### config.mk
export PLATFORM = sky130hd
export DESIGN_NAME = scp_mul
export DESIGN_NICKNAME = d
export VERILOG_FILES = /design/src/rtl/core/scp_pkg.sv /design/src/rtl/core/scp_mul.sv
export SDC_FILE = /design/constraint.sdc
export NUM_CORES = 2
export LEC_CHECK = 0
export BUFFER_PORTS_ARGS = -buffer_cell sky130_fd_sc_hd__buf_2
export CAP_MARGIN = 30
export CELL_PAD_IN_SITES_DETAIL_PLACEMENT = 1
export CELL_PAD_IN_SITES_GLOBAL_PLACEMENT = 2
export CORE_UTILIZATION = 40
export DETAILED_ROUTE_END_ITERATION = 10
export PLACE_DENSITY = 0.81
export SKIP_LAST_GASP = 1
export SLEW_MARGIN = 10
export SYNTH_ARGS = -nofsm -noshare
export SYNTH_HDL_FRONTEND = slang
export SYNTH_SLANG_ARGS = --single-unit
### constraint.sdc
create_clock -name aclk -period 7.01 [get_ports aclk]
set_clock_uncertainty 0.2 [all_clocks]
set_input_delay 1.402 -clock aclk [delete_from_list [all_inputs] [get_ports aclk]]
set_output_delay 1.402 -clock aclk [all_outputs]
set_load 0.02 [all_outputs]
### src/rtl/core/scp_pkg.sv
// shared constants for the segment closest-point pipeline
package scp_pkg;

    localparam int COORD_WIDTH_DEF     = 32;
    localparam int PARAM_FRAC_BITS_DEF = 16;
    localparam int NUM_COORDS          = 12;
    localparam int LIMB_W              = 32;

endpackage

### src/rtl/core/scp_mul.sv
// pipelined signed multiplier built from limb-sized partial products
module scp_mul #(
    parameter int AW = 33,
    parameter int BW = 33,
    parameter int SW = 1
) (
    input  logic                    aclk,
    input  logic                    aresetn,
    input  logic                    en,
    input  logic                    vld_in,
    input  logic signed [AW-1:0]    a_in,
    input  logic signed [BW-1:0]    b_in,
    input  logic [SW-1:0]           sb_in,
    output logic                    vld_out,
    output logic signed [AW+BW-1:0] p_out,
    output logic [SW-1:0]           sb_out
);
    import scp_pkg::*;

    localparam int L  = LIMB_W;
    localparam int NA = (AW + L - 1) / L;
    localparam int NB = (BW + L - 1) / L;
    localparam int XA = NA * L;
    localparam int XB = NB * L;
    localparam int PW = AW + BW;
    localparam int RW = XB + L;
    localparam int TW = XA + XB;

    logic [AW-1:0]        a_mag;
    logic [BW-1:0]        b_mag;
    logic [XA-1:0]        ma_reg;
    logic [XB-1:0]        mb_reg;
    logic [2*L-1:0]       pp_reg   [NA][NB];
    logic [2*L-1:0]       pp_next  [NA][NB];
    logic [RW-1:0]        row_reg  [NA];
    logic [RW-1:0]        row_next [NA];
    logic [RW-1:0]        row_acc;
    logic [TW-1:0]        tot;
    logic [PW-1:0]        mag_reg;
    logic [PW-1:0]        mag_next;
    logic signed [PW-1:0] p_reg;
    logic [3:0]           neg_reg;
    logic [4:0]           vld_reg;
    logic [SW-1:0]        sb_reg [5];

    // magnitudes: the most negative value still fits as unsigned
    assign a_mag = a_in[AW-1] ? (~a_in + AW'(1)) : a_in;
    assign b_mag = b_in[BW-1] ? (~b_in + BW'(1)) : b_in;

    always_comb begin
        row_acc = '0;
        tot     = '0;
        for (int i = 0; i < NA; i++) begin
            for (int j = 0; j < NB; j++) begin
                pp_next[i][j] = ma_reg[i*L +: L] * mb_reg[j*L +: L];
            end
        end
        for (int i = 0; i < NA; i++) begin
            row_acc = '0;
            for (int j = 0; j < NB; j++) begin
                row_acc = row_acc + (RW'(pp_reg[i][j]) << (L * j));
            end
            row_next[i] = row_acc;
        end
        for (int i = 0; i < NA; i++) begin
            tot = tot + (TW'(row_reg[i]) << (L * i));
        end
        mag_next = tot[PW-1:0];
    end

    always_ff @(posedge aclk) begin
        if (en) begin
            ma_reg     <= XA'(a_mag);
            mb_reg     <= XB'(b_mag);
            neg_reg    <= {neg_reg[2:0], a_in[AW-1] ^ b_in[BW-1]};
            pp_reg     <= pp_next;
            row_reg    <= row_next;
            mag_reg    <= mag_next;
            p_reg      <= neg_reg[3] ? (~mag_reg + PW'(1)) : mag_reg;
            sb_reg[0]  <= sb_in;
            for (int k = 1; k < 5; k++) begin
                sb_reg[k] <= sb_reg[k-1];
            end
        end
    end

    always_ff @(posedge aclk) begin
        if (!aresetn) begin
            vld_reg <= '0;
        end else if (en) begin
            vld_reg <= {vld_reg[3:0], vld_in};
        end
    end

    assign vld_out = vld_reg[4];
    assign p_out   = p_reg;
    assign sb_out  = sb_reg[4];

endmodule

==> metrics.txt <==
# TYPE chip_impl_metric gauge
chip_impl_metric{name="maxCapViolations",unit=""} 0
chip_impl_metric{name="dpl_cell_area",unit="µm²"} 59310
chip_impl_metric{name="timing_hold_violations_final",unit=""} 0
chip_impl_metric{name="placeableCoreArea",unit="µm²"} 131500
chip_impl_metric{name="global_route.usage.total",unit="%"} 22.41
chip_impl_metric{name="cts-buffers-inserted",unit=""} 50
chip_impl_metric{name="final_core_utilization",unit="%"} 48.00
chip_impl_metric{name="drt-initial-drc-count",unit=""} 1821
chip_impl_metric{name="yosys_warnings",unit=""} 0
chip_impl_metric{name="postSynthAreaPerCell",unit="µm²"} 10.43
chip_impl_info{name="hp-class",value="reg -> reg"} 1
chip_impl_metric{name="first_global_vias",unit=""} 41795
chip_impl_metric{name="clock_tree.buffer_depth",unit=""} 3
chip_impl_metric{name="ant_nets",unit=""} 0
chip_impl_info{name="dominantRegCellSynth",value="sky130_fd_sc_hd__edfxtp_1"} 1
chip_impl_metric{name="drt_first_pass_iters",unit=""} 5
chip_impl_info{name="failed_checks",value="negative setup slack"} 1
chip_impl_metric{name="post_route_cells_drive_above_1_share",unit="%"} 17.92
chip_impl_info{name="cts_root_buf",value="sky130_fd_sc_hd__clkbuf_16"} 1
chip_impl_metric{name="num-nets-final",unit=""} 6879
chip_impl_info{name="min-delay-start",value="row_reg[127]$_DFFE_PP_"} 1
chip_impl_info{name="cts_tree",value="yes"} 1
chip_impl_metric{name="rows",unit=""} 133
chip_impl_metric{name="cts-hold-fix-buffers",unit=""} 0
chip_impl_metric{name="clock_insertion_delay_worst_skew",unit="ns"} 0.68
chip_impl_info{name="outcome",value="finished with violations"} 1
chip_impl_metric{name="setup_viol",unit=""} 41
chip_impl_metric{name="dieArea",unit="µm²"} 134000
chip_impl_metric{name="numPortBuffers",unit=""} 138
chip_impl_metric{name="detailroute.via_count",unit=""} 37072
chip_impl_metric{name="synth_compound_area_share",unit="%"} 6.269
chip_impl_metric{name="synth_simple_gate_area_share",unit="%"} 15.01
chip_impl_metric{name="timing_worst_slew_pin_value",unit="ns"} 0.9077
chip_impl_metric{name="netlist_area",unit="µm²"} 53010
chip_impl_info{name="grt_setup_unrepaired",value="true"} 1
chip_impl_metric{name="timing.max_slew.rel_slack",unit="%"} 39.48
chip_impl_metric{name="synth_edf_count",unit=""} 434
chip_impl_info{name="worst_path_max_delay_cell",value="sky130_fd_sc_hd__fa_1"} 1
chip_impl_metric{name="seq_area_frac_synth",unit="%"} 24.77
chip_impl_metric{name="wl",unit="µm"} 149300
chip_impl_metric{name="first_pass_grt_wire_length",unit="µm"} 235300
chip_impl_metric{name="wire_per_inst",unit="µm"} 20.26
chip_impl_metric{name="clock_sinks",unit=""} 439
chip_impl_metric{name="synth-async-reset-ratio",unit="%"} 0
chip_impl_metric{name="gr-total-overflow",unit=""} 0
chip_impl_metric{name="timing.final.crit_share",unit="%"} 110.8
chip_impl_metric{name="slew_violations",unit=""} 0
chip_impl_metric{name="cts.htree.levels",unit=""} 2
chip_impl_metric{name="area.growth.synth_to_final",unit="%"} 19.03
chip_impl_metric{name="max_freq",unit="GHz"} 0.1287
chip_impl_info{name="worst_r2r_startpoint",value="ma_reg[12]$_DFFE_PP_"} 1
chip_impl_metric{name="post_synth_xor_area_fraction",unit="%"} 3.817
chip_impl_metric{name="postSynthNetCount",unit=""} 6384
chip_impl_metric{name="antenna_cells",unit=""} 0
chip_impl_metric{name="critPathArrivalTime",unit="ns"} 8.00
chip_impl_info{name="critPathCaptureType",value="flop"} 1
chip_impl_metric{name="grt_antenna_before_repair",unit=""} 7
chip_impl_metric{name="finalWorstPathRequiredPeriod",unit="ns"} 7.770
chip_impl_metric{name="post_drt_via_cell_ratio",unit=""} 5.031
chip_impl_metric{name="netlist_instances",unit=""} 5084
chip_impl_metric{name="n_fill_cell",unit=""} 14355
chip_impl_metric{name="ys_ff_latch",unit=""} 439
chip_impl_info{name="worst_setup_path_startpoint",value="ma_reg[12]$_DFFE_PP_"} 1
chip_impl_metric{name="maximum_number_of_pins_on_one_net_before_global_route_repair",unit=""} 144
chip_impl_info{name="synth_top_family_by_area",value="adder cells"} 1
chip_impl_metric{name="die_height",unit="µm"} 366.0
chip_impl_metric{name="crit_path_max_fanout",unit=""} 3
chip_impl_metric{name="start_util",unit="%"} 40.32
chip_impl_metric{name="gp_congestion",unit=""} 0.8785
chip_impl_metric{name="synthAdderAreaFrac",unit="%"} 41.73
chip_impl_metric{name="io-pin-count",unit=""} 139
chip_impl_metric{name="synth.area.mux_share",unit="%"} 0.1558
chip_impl_info{name="startpoint_kind_of_the_worst_setup_timing_path",value="flop"} 1
chip_impl_metric{name="largest_reg_flops",unit=""} 129
chip_impl_metric{name="clkSlewWorstSetupHoldPaths",unit="ns"} 0.06
chip_impl_metric{name="route.detailed.drc",unit=""} 0
chip_impl_metric{name="hpwl",unit="µm"} 125200
chip_impl_metric{name="chipWidth",unit="µm"} 366.0
chip_impl_info{name="worstSetupPathType",value="reg -> reg"} 1
chip_impl_metric{name="netlist-cell-type-count",unit=""} 68
chip_impl_metric{name="post-route-cell-area",unit="µm²"} 63100
chip_impl_metric{name="worst_slack",unit="ns"} -0.7605
chip_impl_metric{name="slowest_delay",unit="ns"} 0.58
chip_impl_metric{name="crit_required",unit="ns"} 7.24
[metal layers]
layer	track usage [%]	up-vias	routed length (µm)
met3	4.450	152	8985
li1	-	16916	-
met2	37.15	801	70680
met1	30.70	19201	67370
met5	0	-	13
met4	3.943	2	2240
[worst max-delay path, delay by kind of cell (launching register included)]
| kind | cells | cell delay (ns) |
|---|---|---|
| simple gates | 4 | 0.49 |
| compound gates | 5 | 1.05 |
| xor+xnor | 1 | 0.08 |
| fa+ha+maj | 9 | 4.21 |
| buf+inv | 10 | 1.02 |
| flops | 1 | 0.47 |
[kinds of logic (layout without fill, tap and decap cells)]
group / count (synthesis) / in the layout
flops: 439 / 439
mux: 8 / 8
buf+inv: 1165 / 1694
fa+ha+maj: 1229 / 1229
simple gates: 1506 / 1506
compound gates: 506 / 506
xor+xnor: 231 / 231
[cell type report]
type                    count  area, µm²  share of cell area, %
multi-input cells        3480      36880                  58.45
clock buffers              55       1270                  2.013
inverters                 912       3423                  5.425
flip-flops and latches    439      13130                  20.81
well taps                1755       2196                  3.480
repair buffers            696       5749                  9.112
clock inverters            31      444.2                 0.7039
[placed cells by master, fill, tap and decap left out, types with 26 or more instances in the layout]
| master | instances |
|---|---|
| sky130_fd_sc_hd__inv_1 | 893 |
| sky130_fd_sc_hd__fa_1 | 873 |
| sky130_fd_sc_hd__and2_1 | 666 |
| sky130_fd_sc_hd__nand2_1 | 500 |
| sky130_fd_sc_hd__buf_4 | 445 |
| sky130_fd_sc_hd__edfxtp_1 | 434 |
| sky130_fd_sc_hd__ha_1 | 298 |
| sky130_fd_sc_hd__xnor2_1 | 183 |
| sky130_fd_sc_hd__buf_2 | 137 |
| sky130_fd_sc_hd__a21oi_1 | 102 |
| sky130_fd_sc_hd__o21ai_0 | 86 |
| sky130_fd_sc_hd__nor2_1 | 77 |
| sky130_fd_sc_hd__a21o_1 | 66 |
| sky130_fd_sc_hd__buf_6 | 63 |
| sky130_fd_sc_hd__clkbuf_16 | 52 |
| sky130_fd_sc_hd__buf_12 | 42 |
| sky130_fd_sc_hd__o31ai_1 | 39 |
| sky130_fd_sc_hd__or3_1 | 35 |
| sky130_fd_sc_hd__ha_4 | 30 |
| sky130_fd_sc_hd__nand3_1 | 28 |
| sky130_fd_sc_hd__nand4_1 | 27 |
| sky130_fd_sc_hd__nor3_1 | 26 |
[through the flow]
| stage | hold WS (ns) | cells | TNS [ns] | worst slack, ns |
|---|---|---|---|---|
| after floorplan | 0.2003 | 5084 | -2.402 | -0.2890 |
| after global placement | 0.2007 | 7220 | -21.62 | -0.9016 |
| after detailed placement | 0.2063 | 7220 | -26.35 | -1.004 |
| after CTS | 0.1794 | 7353 | -18.18 | -0.7093 |
| after global routing | 0.1768 | 7368 | -25.53 | -0.9035 |
| final | 0.1840 | 7368 | -20.21 | -0.7605 |
[repair_timing]
| action | 4_1_cts | 5_1_grt |
|---|---|---|
| resized for setup | 167 | 167 |
| setup endpoints to repair | 45 | 48 |
| gates cloned | 1 | 2 |
| hold endpoints to repair | 0 | 0 |
| setup buffers | 54 | 26 |
| pin swaps | 50 | 107 |
[cell usage after synthesis (29+ instances only)]
master,count,share of area (%)
sky130_fd_sc_hd__inv_1,912,6.5
sky130_fd_sc_hd__fa_1,898,34
sky130_fd_sc_hd__and2_1,686,8.1
sky130_fd_sc_hd__nand2_1,508,3.6
sky130_fd_sc_hd__edfxtp_1,434,25
sky130_fd_sc_hd__ha_1,331,7.8
sky130_fd_sc_hd__clkbuf_1,251,1.8
sky130_fd_sc_hd__xnor2_1,198,3.3
sky130_fd_sc_hd__a21oi_1,131,1.2
sky130_fd_sc_hd__o21ai_0,105,0.99
sky130_fd_sc_hd__nor2_1,85,0.60
sky130_fd_sc_hd__a21o_1,66,0.93
sky130_fd_sc_hd__o31ai_1,40,0.57
sky130_fd_sc_hd__or3_1,36,0.42
sky130_fd_sc_hd__xor2_1,33,0.55
sky130_fd_sc_hd__nand3_1,29,0.27
sky130_fd_sc_hd__o21bai_1,29,0.41
[final timing paths]
kind / slack [ns] / end / depth (start not counted)
worst min-delay path: 0.18 / mag_reg[31]$_DFFE_PP_ / 0
worst min register to register: 0.18 / mag_reg[31]$_DFFE_PP_ / 0
worst max register to register: -0.76 / pp_reg[249]$_DFFE_PP_ / 29
worst max-delay path: -0.76 / pp_reg[249]$_DFFE_PP_ / 29
Power is not shown: default switching activity piles up to over one toggle a cycle in this logic, so the estimate is an artifact.
